**src/rtl/fmplf_pkg.sv**
```systemverilog
// ----------------------------------------------------------------------------
// First-match-per-line finder package
// Shared constants, types and the case-folding function for the finder.
// ----------------------------------------------------------------------------
`default_nettype none

package fmplf_pkg;

    localparam int PATTERN_MAX = 16;
    localparam int PAT_BYTES   = 16;
    localparam int CELL_IDX_W  = (PATTERN_MAX > 1) ? $clog2(PATTERN_MAX) : 1;
    localparam int LEN_W       = $clog2(PATTERN_MAX + 1);
    localparam int CFG_IDX_W   = 3;

    localparam logic [7:0] NEWLINE_BYTE = 8'h0A;
    localparam logic [7:0] ZERO_BYTE    = 8'h00;
    localparam logic [7:0] UPPER_A      = 8'h41;
    localparam logic [7:0] UPPER_Z      = 8'h5A;
    localparam logic [7:0] CASE_OFFSET  = 8'h20;

    typedef enum logic [CFG_IDX_W-1:0] {
        CFG_PATTERN_LOW    = 3'd0,
        CFG_PATTERN_HIGH   = 3'd1,
        CFG_PATTERN_LEN    = 3'd2,
        CFG_CASE_SENSITIVE = 3'd3,
        CFG_BASE_OFFSET    = 3'd4
    } t_cfg_idx;

    typedef logic [PAT_BYTES-1:0][7:0] t_pattern;

    typedef struct packed {
        logic shift;
        logic clear;
    } t_shift_ctl;

    function automatic logic [7:0] fold_byte(input logic [7:0] b, input logic cs);
        logic [7:0] r;
        r = b;
        if (!cs && (b >= UPPER_A) && (b <= UPPER_Z)) begin
            r = b + CASE_OFFSET;
        end
        return r;
    endfunction

endpackage

`default_nettype wire

```
**src/rtl/first_match_per_line_finder_core.sv**
```systemverilog
// ----------------------------------------------------------------------------
// First-match-per-line finder core
// Streams a text buffer a byte at a time and reports, for every line, the
// offset of the first occurrence of the configured pattern.
// ----------------------------------------------------------------------------
//  Channel   Direction  Handshake               Word
//  in        input      i_in_valid/o_in_stall   i_data_byte, i_last_byte
//  out       output     o_out_valid/i_out_stall o_match_found,
//                                               o_match_position, o_end_of_buffer
//  cfg       input      i_cfg_valid/o_cfg_ready i_cfg_index, i_cfg_data
//
// One byte is taken every cycle while no output word is stalled; a result
// word appears in the cycle after the byte that causes it. The window
// compare runs in parallel across the row of cells, so the rate is set by
// nothing but the output register. Reset clears the window, the offset and
// the flags and loads the register defaults. A stalled output holds its word
// and stalls the input only while a word is waiting.
`default_nettype none

module first_match_per_line_finder_core (
    input  wire logic        i_clk,
    input  wire logic        i_rst_n,
    input  wire logic        i_in_valid,
    output logic             o_in_stall,
    input  wire logic [7:0]  i_data_byte,
    input  wire logic        i_last_byte,
    output logic             o_out_valid,
    input  wire logic        i_out_stall,
    output logic             o_match_found,
    output logic [31:0]      o_match_position,
    output logic             o_end_of_buffer,
    input  wire logic        i_cfg_valid,
    output logic             o_cfg_ready,
    input  wire logic [fmplf_pkg::CFG_IDX_W-1:0] i_cfg_index,
    input  wire logic [63:0] i_cfg_data
);
    import fmplf_pkg::*;

    logic [63:0] r_pattern_low;
    logic [63:0] r_pattern_high;
    logic [4:0]  r_pattern_len;
    logic        r_case_sens;
    logic [31:0] r_base_offset;

    t_pattern             pattern;
    logic [LEN_W-1:0]     act_len;
    t_shift_ctl           ctl;
    logic [PATTERN_MAX-1:0][7:0] win_bytes;
    logic [PATTERN_MAX-1:0]      hits;

    assign o_cfg_ready = 1'b1;

    always_ff @(posedge i_clk) begin
        if (!i_rst_n) begin
            r_pattern_low  <= 64'd0;
            r_pattern_high <= 64'd0;
            r_pattern_len  <= 5'd1;
            r_case_sens    <= 1'b1;
            r_base_offset  <= 32'd0;
        end else if (i_cfg_valid) begin
            case (t_cfg_idx'(i_cfg_index))
                CFG_PATTERN_LOW:    r_pattern_low  <= i_cfg_data;
                CFG_PATTERN_HIGH:   r_pattern_high <= i_cfg_data;
                CFG_PATTERN_LEN:    r_pattern_len  <= i_cfg_data[4:0];
                CFG_CASE_SENSITIVE: r_case_sens    <= i_cfg_data[0];
                CFG_BASE_OFFSET:    r_base_offset  <= i_cfg_data[31:0];
                default: begin
                end
            endcase
        end
    end

    assign pattern = {r_pattern_high, r_pattern_low};
    assign act_len = (r_pattern_len > 5'(PATTERN_MAX)) ? LEN_W'(PATTERN_MAX)
                                                       : LEN_W'(r_pattern_len);

    for (genvar k = 0; k < PATTERN_MAX; k++) begin : g_win
        logic [7:0] byte_in;
        if (k == 0) begin : g_head
            assign byte_in = i_data_byte;
        end else begin : g_body
            assign byte_in = win_bytes[k-1];
        end

        fmplf_cell u_win (
            .i_clk       (i_clk),
            .i_rst_n     (i_rst_n),
            .i_ctl       (ctl),
            .i_cell_idx  (CELL_IDX_W'(k)),
            .i_len       (act_len),
            .i_case_sens (r_case_sens),
            .i_pattern   (pattern),
            .i_byte      (byte_in),
            .o_byte      (win_bytes[k]),
            .o_hit       (hits[k])
        );
    end

    fmplf_ctrl u_ctrl (
        .i_clk            (i_clk),
        .i_rst_n          (i_rst_n),
        .i_in_valid       (i_in_valid),
        .o_in_stall       (o_in_stall),
        .i_data_byte      (i_data_byte),
        .i_last_byte      (i_last_byte),
        .i_window_hit     (&hits),
        .i_len            (act_len),
        .i_base_offset    (r_base_offset),
        .o_ctl            (ctl),
        .o_out_valid      (o_out_valid),
        .i_out_stall      (i_out_stall),
        .o_match_found    (o_match_found),
        .o_match_position (o_match_position),
        .o_end_of_buffer  (o_end_of_buffer)
    );

endmodule

`default_nettype wire

```
**src/rtl/fmplf_cell.sv**
```systemverilog
// ----------------------------------------------------------------------------
// Finder window cell
// Holds one byte of the search window, passes it on at every shift and
// compares the byte entering it with the pattern byte that lines up there.
// ----------------------------------------------------------------------------
`default_nettype none

module fmplf_cell (
    input  wire logic                         i_clk,
    input  wire logic                         i_rst_n,
    input  wire fmplf_pkg::t_shift_ctl        i_ctl,
    input  wire logic [fmplf_pkg::CELL_IDX_W-1:0] i_cell_idx,
    input  wire logic [fmplf_pkg::LEN_W-1:0]  i_len,
    input  wire logic                         i_case_sens,
    input  wire fmplf_pkg::t_pattern          i_pattern,
    input  wire logic [7:0]                   i_byte,
    output logic [7:0]                        o_byte,
    output logic                              o_hit
);
    import fmplf_pkg::*;

    logic [7:0] r_byte;
    logic [4:0] pat_sel;
    logic       unused_pos;

    assign pat_sel    = 5'(i_len) - 5'd1 - 5'(i_cell_idx);
    assign unused_pos = (5'(i_cell_idx) >= 5'(i_len));

    assign o_hit = unused_pos ||
                   (fold_byte(i_byte, i_case_sens) ==
                    fold_byte(i_pattern[pat_sel[3:0]], i_case_sens));

    assign o_byte = r_byte;

    always_ff @(posedge i_clk) begin
        if (!i_rst_n) begin
            r_byte <= ZERO_BYTE;
        end else if (i_ctl.shift) begin
            r_byte <= i_ctl.clear ? ZERO_BYTE : i_byte;
        end
    end

endmodule

`default_nettype wire

```
**src/rtl/fmplf_ctrl.sv**
```systemverilog
// ----------------------------------------------------------------------------
// Finder line control
// Keeps the byte offset and the line and stop flags, decides on a match and
// holds the result word in the output register.
// ----------------------------------------------------------------------------
`default_nettype none

module fmplf_ctrl (
    input  wire logic                        i_clk,
    input  wire logic                        i_rst_n,
    input  wire logic                        i_in_valid,
    output logic                             o_in_stall,
    input  wire logic [7:0]                  i_data_byte,
    input  wire logic                        i_last_byte,
    input  wire logic                        i_window_hit,
    input  wire logic [fmplf_pkg::LEN_W-1:0] i_len,
    input  wire logic [31:0]                 i_base_offset,
    output fmplf_pkg::t_shift_ctl            o_ctl,
    output logic                             o_out_valid,
    input  wire logic                        i_out_stall,
    output logic                             o_match_found,
    output logic [31:0]                      o_match_position,
    output logic                             o_end_of_buffer
);
    import fmplf_pkg::*;

    logic        r_out_valid;
    logic        r_match_found;
    logic [31:0] r_match_position;
    logic        r_end_of_buffer;
    logic [31:0] r_byte_idx;
    logic        r_line_matched;
    logic        r_stopped;

    logic        accept;
    logic        stop_now;
    logic        filled;
    logic        found;
    logic [31:0] n_position;
    logic [31:0] n_byte_idx;
    logic        n_line_matched;
    logic        n_stopped;

    assign o_in_stall = r_out_valid & i_out_stall;
    assign accept     = i_in_valid & ~o_in_stall;

    assign stop_now   = r_stopped | (i_data_byte == ZERO_BYTE);
    assign filled     = (i_len != '0) && (r_byte_idx >= (32'(i_len) - 32'd1));
    assign found      = ~stop_now & ~r_line_matched & i_window_hit & filled;
    assign n_position = r_byte_idx - 32'(i_len) + 32'd1 + i_base_offset;

    assign n_byte_idx     = i_last_byte ? 32'd0 : r_byte_idx + 32'd1;
    assign n_stopped      = i_last_byte ? 1'b0 : stop_now;
    assign n_line_matched = i_last_byte ? 1'b0 :
                            ((found | r_line_matched) & (i_data_byte != NEWLINE_BYTE));

    assign o_ctl.shift = accept;
    assign o_ctl.clear = i_last_byte;

    assign o_out_valid      = r_out_valid;
    assign o_match_found    = r_match_found;
    assign o_match_position = r_match_position;
    assign o_end_of_buffer  = r_end_of_buffer;

    always_ff @(posedge i_clk) begin
        if (!i_rst_n) begin
            r_out_valid    <= 1'b0;
            r_byte_idx     <= 32'd0;
            r_line_matched <= 1'b0;
            r_stopped      <= 1'b0;
        end else if (accept) begin
            r_out_valid    <= found | i_last_byte;
            r_byte_idx     <= n_byte_idx;
            r_line_matched <= n_line_matched;
            r_stopped      <= n_stopped;
        end else if (!i_out_stall) begin
            r_out_valid    <= 1'b0;
        end
    end

    always_ff @(posedge i_clk) begin
        if (accept) begin
            r_match_found    <= found;
            r_match_position <= found ? n_position : 32'd0;
            r_end_of_buffer  <= i_last_byte;
        end
    end

endmodule

`default_nettype wire
```
**config.mk**
```make
export PLATFORM = sky130hd
export DESIGN_NAME = first_match_per_line_finder_core
export DESIGN_NICKNAME = d
export VERILOG_FILES = /design/src/rtl/fmplf_pkg.sv /design/src/rtl/first_match_per_line_finder_core.sv /design/src/rtl/fmplf_cell.sv /design/src/rtl/fmplf_ctrl.sv
export SDC_FILE = /design/constraint.sdc
export NUM_CORES = 1
export LEC_CHECK = 0
export BUFFER_PORTS_ARGS = -buffer_cell sky130_fd_sc_hd__buf_2
export CAP_MARGIN = 10
export CORE_ASPECT_RATIO = 1.25
export CORE_MARGIN = 2
export CORE_UTILIZATION = 49
export CTS_CLUSTER_SIZE = 12
export DETAILED_ROUTE_END_ITERATION = 10
export PLACE_DENSITY = 0.66
export REMOVE_ABC_BUFFERS = 1
export SYNTH_ARGS = -nofsm -noshare
export SYNTH_HDL_FRONTEND = slang
export SYNTH_SLANG_ARGS = --single-unit
export TNS_END_PERCENT = 10
```
**constraint.sdc**
```tcl
create_clock -name i_clk -period 8.38 [get_ports i_clk]
set_clock_uncertainty 0.05 [all_clocks]
set_input_delay 0.838 -clock i_clk [delete_from_list [all_inputs] [get_ports i_clk]]
set_output_delay 0.838 -clock i_clk [all_outputs]
set_load 0.05 [all_outputs]
```
* After elaboration in Yosys (flattened, before gate mapping)
Index checks and enable logic that the tools add are counted.
** Storage, ports and cells
- Register bits after elaboration :: 355
- Input bits :: 81
** Cells by class
- Add/subtract/negate cells :: 53
- Magnitude comparators :: 98
- Eq/ne operators :: 22
- Muxes and demuxes :: 85
- Bitwise gates (word level) :: 12
- Reductions and logical operators :: 91
** Operator list (number)
- $bmux 8 s4 :: 16
- $mux 8 :: 63
- $add 8x6->8 const B :: 32
- $ge 8x7->1 const B :: 32
- $le 8x7->1 const B :: 32
- $eq 8x8->1 :: 16
- $lt 4x5->1 const B :: 16
- $logic_and 1x1->1 :: 65
- $add 32x1->32 const B :: 2
- $ge 4x5->1 const A :: 8
- $add 32x32->32 :: 1
- $ge 32x32->1 :: 1
- $mux 32 :: 1
- $sub 32x5->32 :: 1
- $sub 4x4->4 const B :: 8
- $ge 3x5->1 const A :: 4
- $logic_or 1x1->1 :: 16
- $reduce_and 16->1 :: 1
- $sub 4x3->4 const B :: 4
- $ge 1x5->1 const A :: 2
- $ge 2x5->1 const A :: 2
- $reduce_and 2->1 :: 5
- $logic_not 8->1 :: 1
- $ne 8x4->1 const B :: 1
- 16 further kinds :: 31

* Longest topological paths before layout
- Depth after elaboration :: 18
- Depth in mapped cells :: 32
- Gate-level depth less buffers :: 21

* Hierarchy
From an unflattened synthesis, not the netlist that was laid out.
** Second synthesis, totals
- Cell total of the unflattened synthesis :: 5240
- Area, all modules :: 48144.9 um^2
** By module, submodules not included
- fmplf_cell at g_win[0].u_win ... :: instances 14, cells each 247, area an instance 2233.4 um^2, seq. area each 160.2 um^2
- fmplf_ctrl :: instances 1, cells each 768, area an instance 6388.6 um^2, seq. area each 1721.7 um^2
- first_match_per_line_finder_core :: instances 1, cells each 626, area an instance 6352.3 um^2, seq. area each 3323.2 um^2
- fmplf_cell at g_win[2].u_win :: instances 1, cells each 220, area an instance 2163.3 um^2, seq. area each 160.2 um^2
- fmplf_cell at g_win[11].u_win :: instances 1, cells each 168, area an instance 1973.1 um^2, seq. area each 160.2 um^2

* Worst setup path before layout
OpenSTA, ideal clock, no wires.
- Path kind :: register to register
- From :: register r_pattern_len[4]
- To :: register u_ctrl.r_match_position[6], in the netlist u_ctrl.o_match_position[6], data pin
- Arrival time :: 6.557 ns
- Required time :: 8.181 ns
- Setup slack :: 1.623 ns
- Stages on the path, launching flop included :: 26
- Period minus slack after synthesis :: 6.757 ns
- Cell sequence :: dfxtp_1 > buf_2 > nand2b_1 > buf_2 > buf_1 > ha_1 > buf_2 > buf_2 > inv_1 > clkbuf_1 > clkbuf_1 > ha_1 > clkbuf_1 > clkbuf_1 > mux4_2 > mux2i_2 > ha_1 > nand3_1 > o2111ai_1 > or4_1 > o32a_1 > o22a_1 > o31ai_1 > o2111a_2 > buf_6 > nor3b_2
** Between the ends
- Word-level cells in the longest chain between the ends :: 15
- Elaborated cells on any way between the ends :: 204
- Classes of those cells :: 36 x add/sub; 50 x order compare; 16 x eq/ne; 49 x mux; 2 x bitwise; 51 x reduce/logical
** RTL lines
- from (decl) :: RTL line first_match_per_line_finder_core.sv:41 : logic [4:0] r_pattern_len;
- from (signal assigned) :: RTL line first_match_per_line_finder_core.sv:64 : CFG_PATTERN_LEN: r_pattern_len <= i_cfg_data[4:0];
- $gt 5x5->1 :: RTL line first_match_per_line_finder_core.sv:74 : assign act_len = (r_pattern_len > 5'(PATTERN_MAX)) ? LEN_W'(PATTERN_MAX)
- $mux 5 * :: RTL line first_match_per_line_finder_core.sv:74
- $sub 4x1->4 :: RTL line fmplf_cell.sv:26 : assign pat_sel = 5'(i_len) - 5'd1 - 5'(i_cell_idx);
- $sub 4x1->4 (tied with other cells) :: RTL line fmplf_cell.sv:26
- $bmux 8 s4 :: RTL line fmplf_cell.sv:31 : fold_byte(i_pattern[pat_sel[3:0]], i_case_sens));
- $mux 8 (not written as such) :: RTL line fmplf_cell.sv:31
- $ge 8x7->1 :: RTL line fmplf_pkg.sv:39 : if (!cs && (b >= UPPER_A) && (b <= UPPER_Z)) begin
- $logic_and 1x1->1 (2 in series) :: RTL line fmplf_pkg.sv:39
- $mux 8 :: RTL line fmplf_pkg.sv:39
- $eq 8x8->1 :: RTL line fmplf_cell.sv:30 : (fold_byte(i_byte, i_case_sens) ==
- $logic_or 1x1->1 :: RTL line fmplf_cell.sv:29 : assign o_hit = unused_pos ||
- $reduce_and 16->1 :: RTL line first_match_per_line_finder_core.sv:106 : .i_window_hit (&hits),
- $and 1x1->1 (2 in series) :: RTL line fmplf_ctrl.sv:49 : assign found = ~stop_now & ~r_line_matched & i_window_hit & filled;
- to (signal assigned) :: RTL line fmplf_ctrl.sv:84 : r_match_position <= found ? n_position : 32'd0;
- to (decl) :: RTL line fmplf_ctrl.sv:29 : logic [31:0] r_match_position;
Mark *: on every way between the ends. The rest lies on a longest branch, timed or not. The select of a mux whose other input is x is not followed.
A chain may end at the register's enable or synchronous reset.

* Final worst setup path
- From :: register r_pattern_len[4]
- To :: register u_ctrl.r_match_position[18], in the netlist u_ctrl.o_match_position[18], data pin
Same word-level chain as after synthesis.

==> flow_summary.ini <==
[clock_tree]
cts_tree = done
clockRootBuffer = clkbuf_16
cts_sinks = 355
post_cts_buffers = 0
cts_resized = 0
htree_levels = 2
clk_path_buf_depth = 3
clkLatencyLatePin_ns = 0.61
clk_pin_slew_ns = 0.06
holdBufCountCts = 0
cts_made_buffers = 42

[timing]
rsz0062_at_grt = no
fin_setup_tns_ns = 0
worst_pin_slew_ns = 1.29
slew_viol_final = 0
period_minus_slack_ns = 6.76
maxSlewHeadroom_pct = 13.8
fmax_mhz = 148
finalHoldViolations = 0
hold_slack_ns = 0.415
finalSetupViolCount = 0
fin_crit_sh_pct = 80.7

[setup_path]
slowest_stage = ha_4
worstReg2RegEnd = u_ctrl.o_match_position[18]
timing.rr.start = r_pattern_len[4]
cp-start-kind = flip-flop
cp_top_family = compound AO/OA/AOI/OAI gates
worstSetupPathType = flip-flop to flip-flop
end_kind = flip-flop
crit_cells = 18
r2r_slack_ns = 1.62
crit_path_end = u_ctrl.o_match_position[18]
cp-startpoint = r_pattern_len[4]
reg2reg_depth = 18
worst-path-max-fanout = 42
slowest_delay_ns = 0.81
crit_arrival_ns = 7.14
cp.required_ns = 8.76
critPathBufInv = 1
crit_path_frequent_cell = ha_1
cp_cell_sequence = nand2b_2 -> ha_4 -> ha_1 -> inv_1 -> o21ai_0 -> nand2_1 -> mux2i_4 -> ha_1 -> nor2b_1 -> nor3_1 -> mux2i_1 -> nor4_2 -> a221oi_1 -> o32a_1 -> o22a_1 -> o31ai_1 -> o2111a_2 -> nor4b_2

[yosys]
synth_area_um2 = 29400
synth-seq-area-share_pct = 25.3
synth_cells = 3419
synth_top_area_cell = dfxtp_1
ys_types = 104
synth_edf_count = 34
netlist_top_cells_area = dfxtp_1 (22%), mux2i_1 (10%), mux4_2 (8.0%), a21boi_0 (7.3%), nand2_1 (6.9%)
synth_top_area_share_pct = 21.9
synth-seq-cells = 355
ys_warn_count = 0
avgSynthCellArea_um2 = 8.59
async_reset_ff_share_pct = 0
synth-main-ff-cell = dfxtp_1

[routing]
dr.pass1.iters = 6
wl_per_cell_um = 24.4
vias = 26300
drc = 0
first_iter_violations = 2537
antenna_left = 0
avgViaCountPerCell = 6.25
routed_wl_um = 103000

[placement]
place.gp.congestion = 1.06
placed_cells = 4132
dp_hpwl_um = 79200
portBuffers = 116
placed_area_um2 = 30300

[status]
outcome = finished, final reports clean

[floorplan]
die_x_um = 223
initial_core_util_pct = 49.4
num_rows = 100
core_um2 = 59400
die_y_um = 278
die-area_um2 = 61900
io_pins = 118

[power_and_ir_drop]
cellPowerDensity_nw_per_um2 = 146
vdd_ir_drop_max_uv = 162
power_mw = 4.65
power.leakage_nw = 12.2

[global_routing]
grt.overflow.total = 0
globalRoute.busiestLayer = met2
grt_max_degree = 108
met1_usage_pct = 39.7
grt_pass1_vias = 25200
grt_pass1_wl_um = 155000
grtUsageTotal_pct = 32.6
met2_usage_pct = 54.8
antenna_found_initial = 0
met3_usage_pct = 4.73

[finish]
nets = 3634
synthToLayoutAreaGrowth_pct = 8.01
instances_no_fill = 4210
layout-drive-gt1-share_pct = 11.9
filler_cell_count = 5626
stdcell_area_um2 = 31700

[run]
maxCapViolations = 0

[worst_hold_path]
hold_class = flip-flop to flip-flop
## worst min-delay path by stage
| stage | to | depth (start not counted) | slack [ns] | startpoint |
|---|---|---|---|---|
| 2_1_floorplan | u_ctrl.r_stopped | 2 | 0.39 | u_ctrl.r_stopped |
| 3_3_place_gp | u_ctrl.r_stopped | 2 | 0.40 | u_ctrl.r_stopped |
| 3_5_place_dp | r_base_offset[2] | 2 | 0.41 | r_base_offset[2] |
| 4_1_cts | r_base_offset[2] | 2 | 0.42 | r_base_offset[2] |
| 5_1_grt | r_base_offset[2] | 2 | 0.44 | r_base_offset[2] |
| 6_report | r_base_offset[3] | 2 | 0.41 | r_base_offset[3] |
## tightest hold or removal path, cell delays in order (launching register included)
cell,delay (ns)
dfxtp_1,0.31
nand2_1,0.04
a21boi_0,0.06
## cells in the mapped netlist (84+ instances only)
cell type / n
dfxtp_1: 321
o21ai_0: 84
ha_1: 137
a21oi_1: 84
mux4_2: 105
xnor2_1: 125
clkbuf_1: 134
nand3b_1: 133
mux2i_1: 296
nor2_1: 146
a21boi_0: 286
inv_1: 168
nand2_1: 538
## layer usage
layer | up-vias | share of wire (%)
li1 | 12300 | -
met1 | 12800 | 40
met2 | 950 | 48
met3 | 301 | 6.1
met4 | 0 | 6.7
met5 | - | 0
## cell type report
cell class | count | area [um^2] | area share [%]
multi-input cells | 2684 | 20400 | 64.2
diodes | 1 | 2.50 | 0.00789
well taps | 765 | 957 | 3.02
clock buffers | 59 | 1200 | 3.80
clock inverters | 18 | 201 | 0.635
flip-flops and latches | 355 | 7450 | 23.5
repair buffers | 156 | 900 | 2.84
inverters | 172 | 658 | 2.07
## cells in the final DEF, fill, tap and decap left out, types with 12 or more instances in the layout
| cell | instances |
|---|---|
| dfxtp_1 | 319 |
| nor2b_1 | 25 |
| ha_1 | 136 |
| nor3_1 | 58 |
| nand3_1 | 72 |
| nand2b_1 | 17 |
| nor2_1 | 145 |
| mux4_2 | 105 |
| a21o_1 | 40 |
| o31ai_1 | 18 |
| nand4_1 | 32 |
| buf_2 | 115 |
| xnor2_1 | 125 |
| mux2i_1 | 296 |
| a31oi_1 | 27 |
| a21boi_0 | 286 |
| nor3b_1 | 36 |
| and3_1 | 22 |
| o2111ai_1 | 21 |
| buf_4 | 39 |
| a21oi_1 | 84 |
| edfxtp_1 | 34 |
| mux2_2 | 22 |
| a22oi_1 | 22 |
| xor2_1 | 56 |
| inv_1 | 167 |
| and2_1 | 30 |
| nor4_1 | 18 |
| clkbuf_16 | 42 |
| o21ai_0 | 84 |
| nand2_1 | 535 |
| nand3b_1 | 133 |
| or2_2 | 12 |
| o211ai_1 | 12 |
| or3_1 | 28 |
| nor4b_1 | 17 |
## power breakdown
| group | internal, mW | switching (mW) | total, mW | leakage (nW) |
|---|---|---|---|---|
| Sequential | 1.74 | 0.0311 | 1.77 | 2.94 |
| Combinational | 0.381 | 0.614 | 0.995 | 8.55 |
| Clock | 1.08 | 0.799 | 1.88 | 0.695 |
## cell families after synthesis
family,count (synthesis),synth area share [%]
adders and majority gates,144,6.24
xor gates and xnor gates,186,5.77
buffers and inverters,380,5.54
other,1,0.0128
and+or+nand+nor,1225,21.0
muxes,426,19.1
DFF,355,25.3
AOI/OAI and AO/OA,702,16.9
## state kept, by name, summed over array words and instances (netlist names)
register / flops
u_ctrl.r_byte_idx: 32
u_ctrl.o_end_of_buffer: 1
r_case_sens: 1
u_ctrl.o_match_position: 32
r_pattern_low: 64
u_ctrl.o_match_found: 1
g_win.u_win.o_byte: 120
r_pattern_high: 64
r_pattern_len: 5
u_ctrl.r_stopped: 1
r_base_offset: 32
u_ctrl.o_out_valid: 1
u_ctrl.r_line_matched: 1
## stage by stage
| stage | utilization [%] | worst slack [ns] |
|---|---|---|
| after CTS | 53.4 | 1.62 |
| after floorplan | - | -2.42 |
| after global placement | 51.0 | 1.70 |
| after global routing | 53.4 | 1.07 |
| final | 53.4 | 1.62 |
| after detailed placement | 51.0 | 1.61 |
(Power assumes the default switching activity.)
